### config.mk
export PLATFORM = sky130hd
export DESIGN_NAME = radial_falloff_noise_mask
export DESIGN_NICKNAME = d
export VERILOG_FILES = /design/src/hw/rtl/rfnm_pkg.sv /design/src/hw/rtl/rfnm_cfg.sv /design/src/hw/rtl/rfnm_iter.sv /design/src/hw/rtl/radial_falloff_noise_mask.sv
export SDC_FILE = /design/constraint.sdc
export NUM_CORES = 2
export LEC_CHECK = 0
export ABC_CLOCK_PERIOD_IN_PS = 19900
export BUFFER_PORTS_ARGS = -buffer_cell sky130_fd_sc_hd__buf_2
export CAP_MARGIN = 20
export CORE_ASPECT_RATIO = 0.9
export CORE_MARGIN = 4
export CORE_UTILIZATION = 65
export DETAILED_ROUTE_END_ITERATION = 12
export HOLD_SLACK_MARGIN = 0.06
export PLACE_DENSITY = 0.87
export RECOVER_POWER = 25
export SYNTH_ARGS = -nofsm -noshare
export SYNTH_HDL_FRONTEND = slang
export SYNTH_HIERARCHICAL = 1
export SYNTH_SLANG_ARGS = --single-unit
export TNS_END_PERCENT = 10
### constraint.sdc
create_clock -name i_clk -period 19.9 [get_ports i_clk]
set_input_delay 3.98 -clock i_clk [delete_from_list [all_inputs] [get_ports i_clk]]
set_output_delay 3.98 -clock i_clk [all_outputs]
set_load 0.05 [all_outputs]
### src/hw/rtl/rfnm_pkg.sv
// Shared types, constants and operation codes of the radial falloff noise mask.
`timescale 1ns / 1ps

package rfnm_pkg;

    localparam int MAX_SIDE_DEF = 1024;

    localparam int WIDTH_W  = 11;
    localparam int RADIUS_W = 18;
    localparam int VAL_W    = 32;
    localparam int POS_W    = 10;
    localparam int HALF_W   = 10;
    localparam int OUT_W    = 17;
    localparam int TDATA_W  = 56;
    localparam int CFG_AW   = 2;
    localparam int CFG_DW   = 32;

    localparam int IT_W     = 60;
    localparam int IT_QW    = 33;
    localparam int IT_SRCW  = 34;
    localparam int IT_CW    = 6;

    localparam logic [CFG_AW-1:0] REG_MAP_WIDTH = 2'd0;
    localparam logic [CFG_AW-1:0] REG_RADIUS    = 2'd1;
    localparam logic [CFG_AW-1:0] REG_OLD_MIN   = 2'd2;
    localparam logic [CFG_AW-1:0] REG_OLD_MAX   = 2'd3;

    localparam logic [WIDTH_W-1:0]  RST_MAP_WIDTH = 11'd256;
    localparam logic [RADIUS_W-1:0] RST_RADIUS    = 18'd65536;
    localparam logic [VAL_W-1:0]    RST_OLD_MIN   = 32'd0;
    localparam logic [VAL_W-1:0]    RST_OLD_MAX   = 32'd65536;

    localparam logic [OUT_W-1:0] ONE_Q16 = 17'h10000;

    localparam logic MODE_DIV  = 1'b0;
    localparam logic MODE_SQRT = 1'b1;

    localparam logic [IT_CW-1:0] STEPS_FALL = 6'd32;
    localparam logic [IT_CW-1:0] STEPS_SQRT = 6'd17;
    localparam logic [IT_CW-1:0] STEPS_NORM = 6'd16;

    typedef struct packed {
        logic [HALF_W-1:0]   half;
        logic [RADIUS_W-1:0] radius;
        logic [VAL_W-1:0]    old_min;
        logic [VAL_W-1:0]    old_max;
    } t_cfg;

    typedef struct packed {
        logic             start;
        logic             mode;
        logic [IT_CW-1:0] steps;
        logic [IT_W-1:0]  num;
        logic [IT_W-1:0]  den;
    } t_it_req;

endpackage

### src/hw/rtl/rfnm_cfg.sv
// Configuration registers with map width clamp and half-width derivation.
`timescale 1ns / 1ps

module rfnm_cfg
    import rfnm_pkg::*;
#(
    parameter int MAX_SIDE = MAX_SIDE_DEF
) (
    input  logic              i_clk,
    input  logic              i_rst_n,
    input  logic              i_cfg_wr_en,
    input  logic [CFG_AW-1:0] i_cfg_addr,
    input  logic [CFG_DW-1:0] i_cfg_wdata,
    output t_cfg              o_cfg
);

    localparam int CMP_W = WIDTH_W + 2;
    localparam logic [CMP_W-1:0]   SIDE_CMP = CMP_W'(MAX_SIDE);
    localparam logic [WIDTH_W-1:0] SIDE_CLP = WIDTH_W'(MAX_SIDE);

    logic [WIDTH_W-1:0]  r_width;
    logic [RADIUS_W-1:0] r_radius;
    logic [VAL_W-1:0]    r_old_min;
    logic [VAL_W-1:0]    r_old_max;
    logic [WIDTH_W-1:0]  w_width;

    always_ff @(posedge i_clk) begin
        if (!i_rst_n) begin
            r_width   <= RST_MAP_WIDTH;
            r_radius  <= RST_RADIUS;
            r_old_min <= RST_OLD_MIN;
            r_old_max <= RST_OLD_MAX;
        end else if (i_cfg_wr_en) begin
            unique case (i_cfg_addr)
                REG_MAP_WIDTH: r_width   <= i_cfg_wdata[WIDTH_W-1:0];
                REG_RADIUS:    r_radius  <= i_cfg_wdata[RADIUS_W-1:0];
                REG_OLD_MIN:   r_old_min <= i_cfg_wdata[VAL_W-1:0];
                REG_OLD_MAX:   r_old_max <= i_cfg_wdata[VAL_W-1:0];
                default: ;
            endcase
        end
    end

    assign w_width = ({2'b00, r_width} > SIDE_CMP) ? SIDE_CLP : r_width;

    assign o_cfg.half    = w_width[WIDTH_W-1:1];
    assign o_cfg.radius  = r_radius;
    assign o_cfg.old_min = r_old_min;
    assign o_cfg.old_max = r_old_max;

endmodule

### src/hw/rtl/rfnm_iter.sv
// Shared iterative compare-subtract unit: restoring divide or integer square root.
`timescale 1ns / 1ps

module rfnm_iter
    import rfnm_pkg::*;
(
    input  logic             i_clk,
    input  logic             i_rst_n,
    input  t_it_req          i_req,
    output logic             o_busy,
    output logic             o_done,
    output logic [IT_QW-1:0] o_result
);

    logic               r_busy;
    logic               r_done;
    logic [IT_CW-1:0]   r_cnt;
    logic               r_mode;
    logic [IT_W-1:0]    r_rem;
    logic [IT_W-1:0]    r_den;
    logic [IT_SRCW-1:0] r_src;
    logic [IT_QW-1:0]   r_quo;

    logic [IT_W-1:0]    w_a;
    logic [IT_W-1:0]    w_b;
    logic [IT_W-1:0]    w_diff;
    logic               w_ge;

    // sqrt: bring down two radicand bits, trial = 4*root + 1
    always_comb begin
        if (r_mode == MODE_SQRT) begin
            w_a = {r_rem[IT_W-3:0], r_src[IT_SRCW-1 -: 2]};
            w_b = {{(IT_W-IT_QW-2){1'b0}}, r_quo, 2'b01};
        end else begin
            w_a = {r_rem[IT_W-2:0], 1'b0};
            w_b = r_den;
        end
        w_ge   = (w_a >= w_b);
        w_diff = w_a - w_b;
    end

    always_ff @(posedge i_clk) begin
        if (!i_rst_n) begin
            r_busy <= 1'b0;
            r_done <= 1'b0;
            r_cnt  <= '0;
        end else begin
            r_done <= 1'b0;
            if (i_req.start) begin
                r_busy <= 1'b1;
                r_cnt  <= i_req.steps;
            end else if (r_busy) begin
                r_cnt <= r_cnt - 1'b1;
                if (r_cnt == IT_CW'(1)) begin
                    r_busy <= 1'b0;
                    r_done <= 1'b1;
                end
            end
        end
    end

    always_ff @(posedge i_clk) begin
        if (i_req.start) begin
            r_mode <= i_req.mode;
            r_rem  <= (i_req.mode == MODE_SQRT) ? '0 : i_req.num;
            r_den  <= i_req.den;
            r_src  <= i_req.num[IT_SRCW-1:0];
            r_quo  <= '0;
        end else if (r_busy) begin
            r_rem <= w_ge ? w_diff : w_a;
            r_quo <= {r_quo[IT_QW-2:0], w_ge};
            r_src <= {r_src[IT_SRCW-3:0], 2'b00};
        end
    end

    assign o_busy   = r_busy;
    assign o_done   = r_done;
    assign o_result = r_quo;

endmodule

### src/hw/rtl/radial_falloff_noise_mask.sv
// Top level: radial falloff mask over a noise map, sequencer and running trackers.
//
//  channel | dir | handshake              | word
//  s       | in  | i_s_tvalid/o_s_tready  | pixel_value, column, row; tlast = frame_end
//  m       | out | o_m_tvalid/i_m_tready  | masked_value, running_min/max; tlast = frame_done
//  cfg     | in  | i_cfg_wr_en            | register index and data, no read-back
//
//  An inside pixel uses three multiply stages and, on the one shared compare-subtract
//  unit, a 32-step falloff divide (not on the radius edge), a 17-step square root and a
//  16-step normalizing divide (not when the value is clamped); outside pixels skip it.
//  One pixel is in work at a time; o_s_tready is high only while the sequencer idles.
//  The result sits in an output register, so a stalled m side holds only the next finish.
//  Synchronous active-low reset resets sequencer, trackers, output valid and config registers.
`timescale 1ns / 1ps

module radial_falloff_noise_mask
    import rfnm_pkg::*;
#(
    parameter int MAX_SIDE = MAX_SIDE_DEF
) (
    input  logic               i_clk,
    input  logic               i_rst_n,
    input  logic               i_s_tvalid,
    output logic               o_s_tready,
    input  logic [TDATA_W-1:0] i_s_tdata,   // pixel_value[31:0], column[41:32], row[51:42]
    input  logic               i_s_tlast,
    output logic               o_m_tvalid,
    input  logic               i_m_tready,
    output logic [TDATA_W-1:0] o_m_tdata,   // masked_value[16:0], running_minimum[33:17],
                                            // running_maximum[50:34]
    output logic               o_m_tlast,
    input  logic               i_cfg_wr_en,
    input  logic [CFG_AW-1:0]  i_cfg_addr,
    input  logic [CFG_DW-1:0]  i_cfg_wdata
);

    localparam logic [3:0] ST_IDLE  = 4'd0;
    localparam logic [3:0] ST_MUL1  = 4'd1;
    localparam logic [3:0] ST_MUL2  = 4'd2;
    localparam logic [3:0] ST_CHECK = 4'd3;
    localparam logic [3:0] ST_DIV   = 4'd4;
    localparam logic [3:0] ST_SQRT  = 4'd5;
    localparam logic [3:0] ST_NORM  = 4'd6;
    localparam logic [3:0] ST_PROD  = 4'd7;
    localparam logic [3:0] ST_DONE  = 4'd8;

    localparam int RH_W  = RADIUS_W + HALF_W;
    localparam int BIG_W = 2 * RH_W + 1;
    localparam int SQ_W  = 20;
    localparam int D2_W  = SQ_W + 1;
    localparam int NUM_W = D2_W + 32;

    t_cfg                w_cfg;
    t_it_req             w_req;
    logic                w_it_busy;
    logic                w_it_done;
    logic [IT_QW-1:0]    w_it_result;

    logic [3:0]          r_state;
    logic signed [VAL_W-1:0] r_val;
    logic signed [POS_W:0]   r_x;
    logic signed [POS_W:0]   r_y;
    logic                r_last;
    logic [SQ_W-1:0]     r_xx;
    logic [SQ_W-1:0]     r_yy;
    logic [RH_W-1:0]     r_rh;
    logic [D2_W-1:0]     r_d2;
    logic [BIG_W-1:0]    r_big;
    logic [OUT_W-1:0]    r_factor;
    logic [OUT_W-1:0]    r_t;
    logic [OUT_W-1:0]    r_masked;
    logic [OUT_W-1:0]    r_least;
    logic [OUT_W-1:0]    r_greatest;
    logic                r_out_valid;
    logic [OUT_W-1:0]    r_out_masked;
    logic [OUT_W-1:0]    r_out_min;
    logic [OUT_W-1:0]    r_out_max;
    logic                r_out_last;

    logic signed [2*POS_W+1:0] w_xx;
    logic signed [2*POS_W+1:0] w_yy;
    logic [RH_W-1:0]     w_rh;
    logic [2*RH_W-1:0]   w_rh2;
    logic [2*OUT_W-1:0]  w_prod;
    logic [NUM_W-1:0]    w_num;
    logic [BIG_W-1:0]    w_num_ext;
    logic                w_big_zero;
    logic                w_outside;
    logic                w_degen;
    logic                w_low;
    logic                w_high;
    logic [VAL_W:0]      w_vdiff;
    logic [VAL_W:0]      w_range;
    logic                w_s_acc;
    logic                w_load;
    logic [OUT_W-1:0]    w_new_min;
    logic [OUT_W-1:0]    w_new_max;

    rfnm_cfg #(
        .MAX_SIDE (MAX_SIDE)
    ) u_cfg (
        .i_clk       (i_clk),
        .i_rst_n     (i_rst_n),
        .i_cfg_wr_en (i_cfg_wr_en),
        .i_cfg_addr  (i_cfg_addr),
        .i_cfg_wdata (i_cfg_wdata),
        .o_cfg       (w_cfg)
    );

    rfnm_iter u_iter (
        .i_clk    (i_clk),
        .i_rst_n  (i_rst_n),
        .i_req    (w_req),
        .o_busy   (w_it_busy),
        .o_done   (w_it_done),
        .o_result (w_it_result)
    );

    assign w_xx  = (2*POS_W+2)'(r_x) * (2*POS_W+2)'(r_x);
    assign w_yy  = (2*POS_W+2)'(r_y) * (2*POS_W+2)'(r_y);
    assign w_rh  = RH_W'(w_cfg.radius) * RH_W'(w_cfg.half);
    assign w_rh2 = (2*RH_W)'(r_rh) * (2*RH_W)'(r_rh);
    assign w_prod = (2*OUT_W)'(r_t) * (2*OUT_W)'(r_factor);

    assign w_num      = {r_d2, 32'd0};
    assign w_num_ext  = BIG_W'(w_num);
    assign w_big_zero = (r_big == '0);
    assign w_outside  = (w_num_ext > r_big);

    assign w_degen = ($signed(w_cfg.old_max) <= $signed(w_cfg.old_min));
    assign w_low   = (r_val <= $signed(w_cfg.old_min));
    assign w_high  = (r_val >= $signed(w_cfg.old_max));
    assign w_vdiff = {r_val[VAL_W-1], r_val} - {w_cfg.old_min[VAL_W-1], w_cfg.old_min};
    assign w_range = {w_cfg.old_max[VAL_W-1], w_cfg.old_max}
                   - {w_cfg.old_min[VAL_W-1], w_cfg.old_min};

    // requests to the shared unit
    always_comb begin
        w_req = '0;
        unique case (r_state)
            ST_CHECK: begin
                if (!w_big_zero && !w_outside) begin
                    w_req.start = 1'b1;
                    if (w_num_ext == r_big) begin
                        w_req.mode  = MODE_SQRT;
                        w_req.steps = STEPS_SQRT;
                        w_req.num   = IT_W'(64'h1_0000_0000);
                    end else begin
                        w_req.mode  = MODE_DIV;
                        w_req.steps = STEPS_FALL;
                        w_req.num   = IT_W'(w_num);
                        w_req.den   = IT_W'(r_big);
                    end
                end
            end
            ST_DIV: begin
                if (w_it_done) begin
                    w_req.start = 1'b1;
                    w_req.mode  = MODE_SQRT;
                    w_req.steps = STEPS_SQRT;
                    w_req.num   = IT_W'(w_it_result);
                end
            end
            ST_SQRT: begin
                if (w_it_done && !(w_degen || w_low || w_high)) begin
                    w_req.start = 1'b1;
                    w_req.mode  = MODE_DIV;
                    w_req.steps = STEPS_NORM;
                    w_req.num   = IT_W'(w_vdiff);
                    w_req.den   = IT_W'(w_range);
                end
            end
            default: ;
        endcase
    end

    assign w_s_acc   = i_s_tvalid && o_s_tready;
    assign w_load    = (r_state == ST_DONE) && (!r_out_valid || i_m_tready);
    assign w_new_min = (r_masked < r_least) ? r_masked : r_least;
    assign w_new_max = (r_masked > r_greatest) ? r_masked : r_greatest;

    always_ff @(posedge i_clk) begin
        if (!i_rst_n) begin
            r_state     <= ST_IDLE;
            r_least     <= ONE_Q16;
            r_greatest  <= '0;
            r_out_valid <= 1'b0;
        end else begin
            if (w_load) begin
                r_out_valid <= 1'b1;
                r_least     <= r_last ? ONE_Q16 : w_new_min;
                r_greatest  <= r_last ? '0 : w_new_max;
            end else if (i_m_tready) begin
                r_out_valid <= 1'b0;
            end

            unique case (r_state)
                ST_IDLE:  if (w_s_acc) r_state <= ST_MUL1;
                ST_MUL1:  r_state <= ST_MUL2;
                ST_MUL2:  r_state <= ST_CHECK;
                ST_CHECK: begin
                    if (w_big_zero || w_outside) begin
                        r_state <= ST_DONE;
                    end else if (w_num_ext == r_big) begin
                        r_state <= ST_SQRT;
                    end else begin
                        r_state <= ST_DIV;
                    end
                end
                ST_DIV:   if (w_it_done) r_state <= ST_SQRT;
                ST_SQRT: begin
                    if (w_it_done) begin
                        r_state <= (w_degen || w_low || w_high) ? ST_PROD : ST_NORM;
                    end
                end
                ST_NORM:  if (w_it_done) r_state <= ST_PROD;
                ST_PROD:  r_state <= ST_DONE;
                ST_DONE:  if (w_load) r_state <= ST_IDLE;
                default:  r_state <= ST_IDLE;
            endcase
        end
    end

    always_ff @(posedge i_clk) begin
        if (w_s_acc) begin
            r_val  <= i_s_tdata[VAL_W-1:0];
            r_x    <= $signed({1'b0, w_cfg.half}) - $signed({1'b0, i_s_tdata[41:32]});
            r_y    <= $signed({1'b0, w_cfg.half}) - $signed({1'b0, i_s_tdata[51:42]});
            r_last <= i_s_tlast;
        end
        if (r_state == ST_MUL1) begin
            r_xx <= w_xx[SQ_W-1:0];
            r_yy <= w_yy[SQ_W-1:0];
            r_rh <= w_rh;
        end
        if (r_state == ST_MUL2) begin
            r_d2  <= D2_W'(r_xx) + D2_W'(r_yy);
            r_big <= {w_rh2, 1'b0};
        end
        if (r_state == ST_CHECK && (w_big_zero || w_outside)) begin
            r_masked <= '0;
        end
        if (r_state == ST_SQRT && w_it_done) begin
            r_factor <= ONE_Q16 - w_it_result[OUT_W-1:0];
            r_t      <= (w_degen || w_low) ? '0 : ONE_Q16;
        end
        if (r_state == ST_NORM && w_it_done) begin
            r_t <= w_it_result[OUT_W-1:0];
        end
        if (r_state == ST_PROD) begin
            r_masked <= w_prod[OUT_W+15:16];
        end
        if (w_load) begin
            r_out_masked <= r_masked;
            r_out_min    <= w_new_min;
            r_out_max    <= w_new_max;
            r_out_last   <= r_last;
        end
    end

    assign o_s_tready = (r_state == ST_IDLE);
    assign o_m_tvalid = r_out_valid;
    assign o_m_tdata  = {{(TDATA_W-3*OUT_W){1'b0}}, r_out_max, r_out_min, r_out_masked};
    assign o_m_tlast  = r_out_last;

    a_start_idle_unit: assert property (@(posedge i_clk) disable iff (!i_rst_n)
        w_req.start |-> !w_it_busy)
        else $error("shared unit started while busy");

    a_accept_to_mul: assert property (@(posedge i_clk) disable iff (!i_rst_n)
        w_s_acc |=> (r_state == ST_MUL1))
        else $error("accepted word did not enter the multiply stage");

    a_done_in_wait: assert property (@(posedge i_clk) disable iff (!i_rst_n)
        w_it_done |-> (r_state == ST_DIV || r_state == ST_SQRT || r_state == ST_NORM))
        else $error("shared unit finished outside a wait state");

    a_trackers_bound: assert property (@(posedge i_clk) disable iff (!i_rst_n)
        o_m_tvalid |-> (r_out_min <= r_out_masked && r_out_masked <= r_out_max
                        && r_out_max <= ONE_Q16))
        else $error("running min/max do not bracket the masked value");

endmodule
==> flow_summary.json <==
{
  "grt_overflow": 0,
  "insertion_delay_ns": 0.69,
  "start_kind": "register",
  "htree_levels": 3,
  "drv_cap": 6,
  "crit_slowest_cell": "fa_1",
  "place.gp.congestion": 0.9776,
  "endpoint_kind": "register",
  "post-route-drc-count": 0,
  "cp.required_ns": 20.31,
  "cts_tree": "done",
  "cts_buffer_depth": 3,
  "slew_headroom": -1.883,
  "place_area_um2": 81770,
  "fin_skew_ns": 0.04020,
  "fill_cells": 8361,
  "die_area_um2": 128400,
  "drt-total-wl_mm": 199.9,
  "path_clk_slew_ns": 0.06,
  "synth-seq-cells": 626,
  "synth-seq-area-share": 0.2141,
  "hpwlAfterDp_mm": 151.8,
  "final_cell_mix": "inv_1, fa_1, nand2_1",
  "start_util": 0.6568,
  "cts-root-buf": "clkbuf_16",
  "hold_buffers": 0,
  "grt_pass1_vias": 63150,
  "core_um2": 121400,
  "drt_iter0_drc": 5206,
  "crit_top_cell": "fa_1",
  "die_h_um": 340.3,
  "asyncSetResetFlopFracSynth": 0,
  "antenna_found_initial": 1,
  "rows": 121,
  "cts_setup_buffers": 0,
  "setup_tns_ns": 0,
  "hold_viol_final": 0,
  "final_common_cell": "inv_1",
  "grt_pass1_wl_mm": 324.9,
  "synthFlopType": "edfxtp_1",
  "drive_gt1_frac": 0.06338,
  "ant_nets": 0,
  "num_io_pins": 155,
  "area_delta_synth_final_pct": 5.681,
  "die_w_um": 377.2,
  "crit_fanout": 23,
  "cts_made_buffers": 72,
  "register_area_um2": 17080,
  "nets": 10210,
  "cts_resized": 0,
  "worstSetupPathType": "reg2reg",
  "grt_max_degree": 105,
  "period_share": 0.4222,
  "syn_avg_cell_area_um2": 9.634,
  "finalWorstSetupSlack_ns": 11.50,
  "multi_input_area_um2": 55270,
  "wl_per_cell_um": 20.15,
  "vias": 59130,
  "synth_top_area_share": 0.2879,
  "rsz0062_at_grt": "false",
  "synth_edf_count": 454,
  "netlist_area_um2": 79750,
  "place_ws_ns": 11.62,
  "finalInstanceArea_um2": 84280,
  "fmax_mhz": 119.0,
  "finalMaxSlewViolations": 257,
  "drtPass1Iterations": 10,
  "crit_path_max_incr_delay_ns": 0.58,
  "ys_warn_count": 6,
  "synth_area_leader_cell": "fa_1",
  "min_period_ns": 8.403,
  "arrival_ns": 8.81,
  "clock-sinks": 626,
  "portBuffers": 145,
  "routed_via_density": 5.962,
  "fin_util": 0.6942,
  "synth_area_leaders": "fa_1, edfxtp_1, ha_1, inv_1, dfxtp_1",
  "violations": "max-capacitance violations, max-slew violations",
  "grtUsageTotal": 0.3161,
  "setup_viol": 0,
  "hold_path_class": "reg2reg",
  "synth_cell_types": 98,
  "synth_cells": 8278,
  "worstMarginPinSlew_ns": 4.324,
  "outcome": "finished with violations"
}
## logic make-up (layout without fill, tap and decap cells)
kind of cell	after synthesis	in the layout	share of synthesized area
flops	626	626	0.2141
mux	295	295	0.03884
compound gates	1039	1039	0.08622
other cells	1	20	0.00004702
buf+inv	1967	1988	0.09457
simple gates	2193	2193	0.1339
fa+ha+maj	1858	1858	0.3995
xor+xnor	299	299	0.03284
## worst max-delay path: cells and delay by family, from the launching register on
kind,cells,cell delay [ns]
buf+inv,6,0.92
flops,1,0.32
fa+ha+maj,8,3.90
simple gates,2,0.55
xor+xnor,1,0.17
compound gates,8,2.24
## cells in the mapped netlist, drive strengths merged, types with 18 or more instances
library cell  count
a211oi           23
xnor2           190
edfxtp          454
a21oi           307
a31oi            25
nand2b           83
nand4            60
dfxtp           172
o21a             40
a21o            116
fa             1147
mux2i           179
nor3             79
xor2            109
clkbuf          260
o21bai           39
ha              711
a32o             19
o21ai           259
inv            1636
nand3            64
and3             38
mux2            116
nor2b            75
nand3b           19
and2            486
buf              71
a22o             49
or3              18
nand2           913
nor4             30
nor2            279
## registers in the layout (all words and copies together) (netlist names), 17 cells and up
| name | count |
|---|---|
| r_out_min | 17 |
| r_out_max | 17 |
| r_rh | 28 |
| r_greatest | 17 |
| u_iter/r_rem | 59 |
| r_out_masked | 17 |
| u_cfg/r_radius | 18 |
| r_big | 55 |
| u_cfg/r_old_min | 32 |
| r_masked | 17 |
| u_iter/r_den | 60 |
| r_t | 17 |
| r_yy | 19 |
| r_d2 | 21 |
| r_val | 32 |
| u_cfg/r_old_max | 32 |
| r_xx | 19 |
| u_iter/o_result | 33 |
| r_least | 17 |
| u_iter/r_src | 34 |
| r_factor | 17 |
## area by class of cell
class                   count  area share
multi-input cells        5701      0.6557
flip-flops and latches    626      0.2026
inverters                1636     0.07286
well taps                1599     0.02374
clock buffers              95     0.02326
repair buffers            220     0.01526
clock inverters            37    0.006443
diodes                      3  0.00008907
## per-layer routing
layer | vias up | part of all wire | GRT usage | routed length (um)
li1 | 26370 | - | - | -
met1 | 29110 | 0.38 | 0.4031 | 75750
met2 | 2960 | 0.47 | 0.5148 | 94010
met3 | 686 | 0.093 | 0.06676 | 18650
met4 | 0 | 0.057 | 0.1567 | 11460
met5 | - | 0 | 0 | 0
## metrics by stage
stage                     hold slack, ns  cells
after floorplan                   0.4168   8294
after global placement            0.4426   9777
after detailed placement          0.4502   9778
after CTS                         0.4605   9910
after global routing              0.4770   9914
final                             0.4610   9917
## path summary, 6_finish.rpt
kind                            slack, ns  depth (start not counted)                 end          startpoint
worst max register to register      11.50                         25           r_big[54]            r_rh[11]
worst min register to register       0.46                          2  u_cfg/r_old_min[6]  u_cfg/r_old_min[6]
worst min-delay path                 0.46                          2  u_cfg/r_old_min[6]  u_cfg/r_old_min[6]
worst max-delay path                11.50                         25           r_big[54]            r_rh[11]
Power is not shown: default switching activity piles up to over one toggle a cycle in this logic, so the estimate is an artifact.
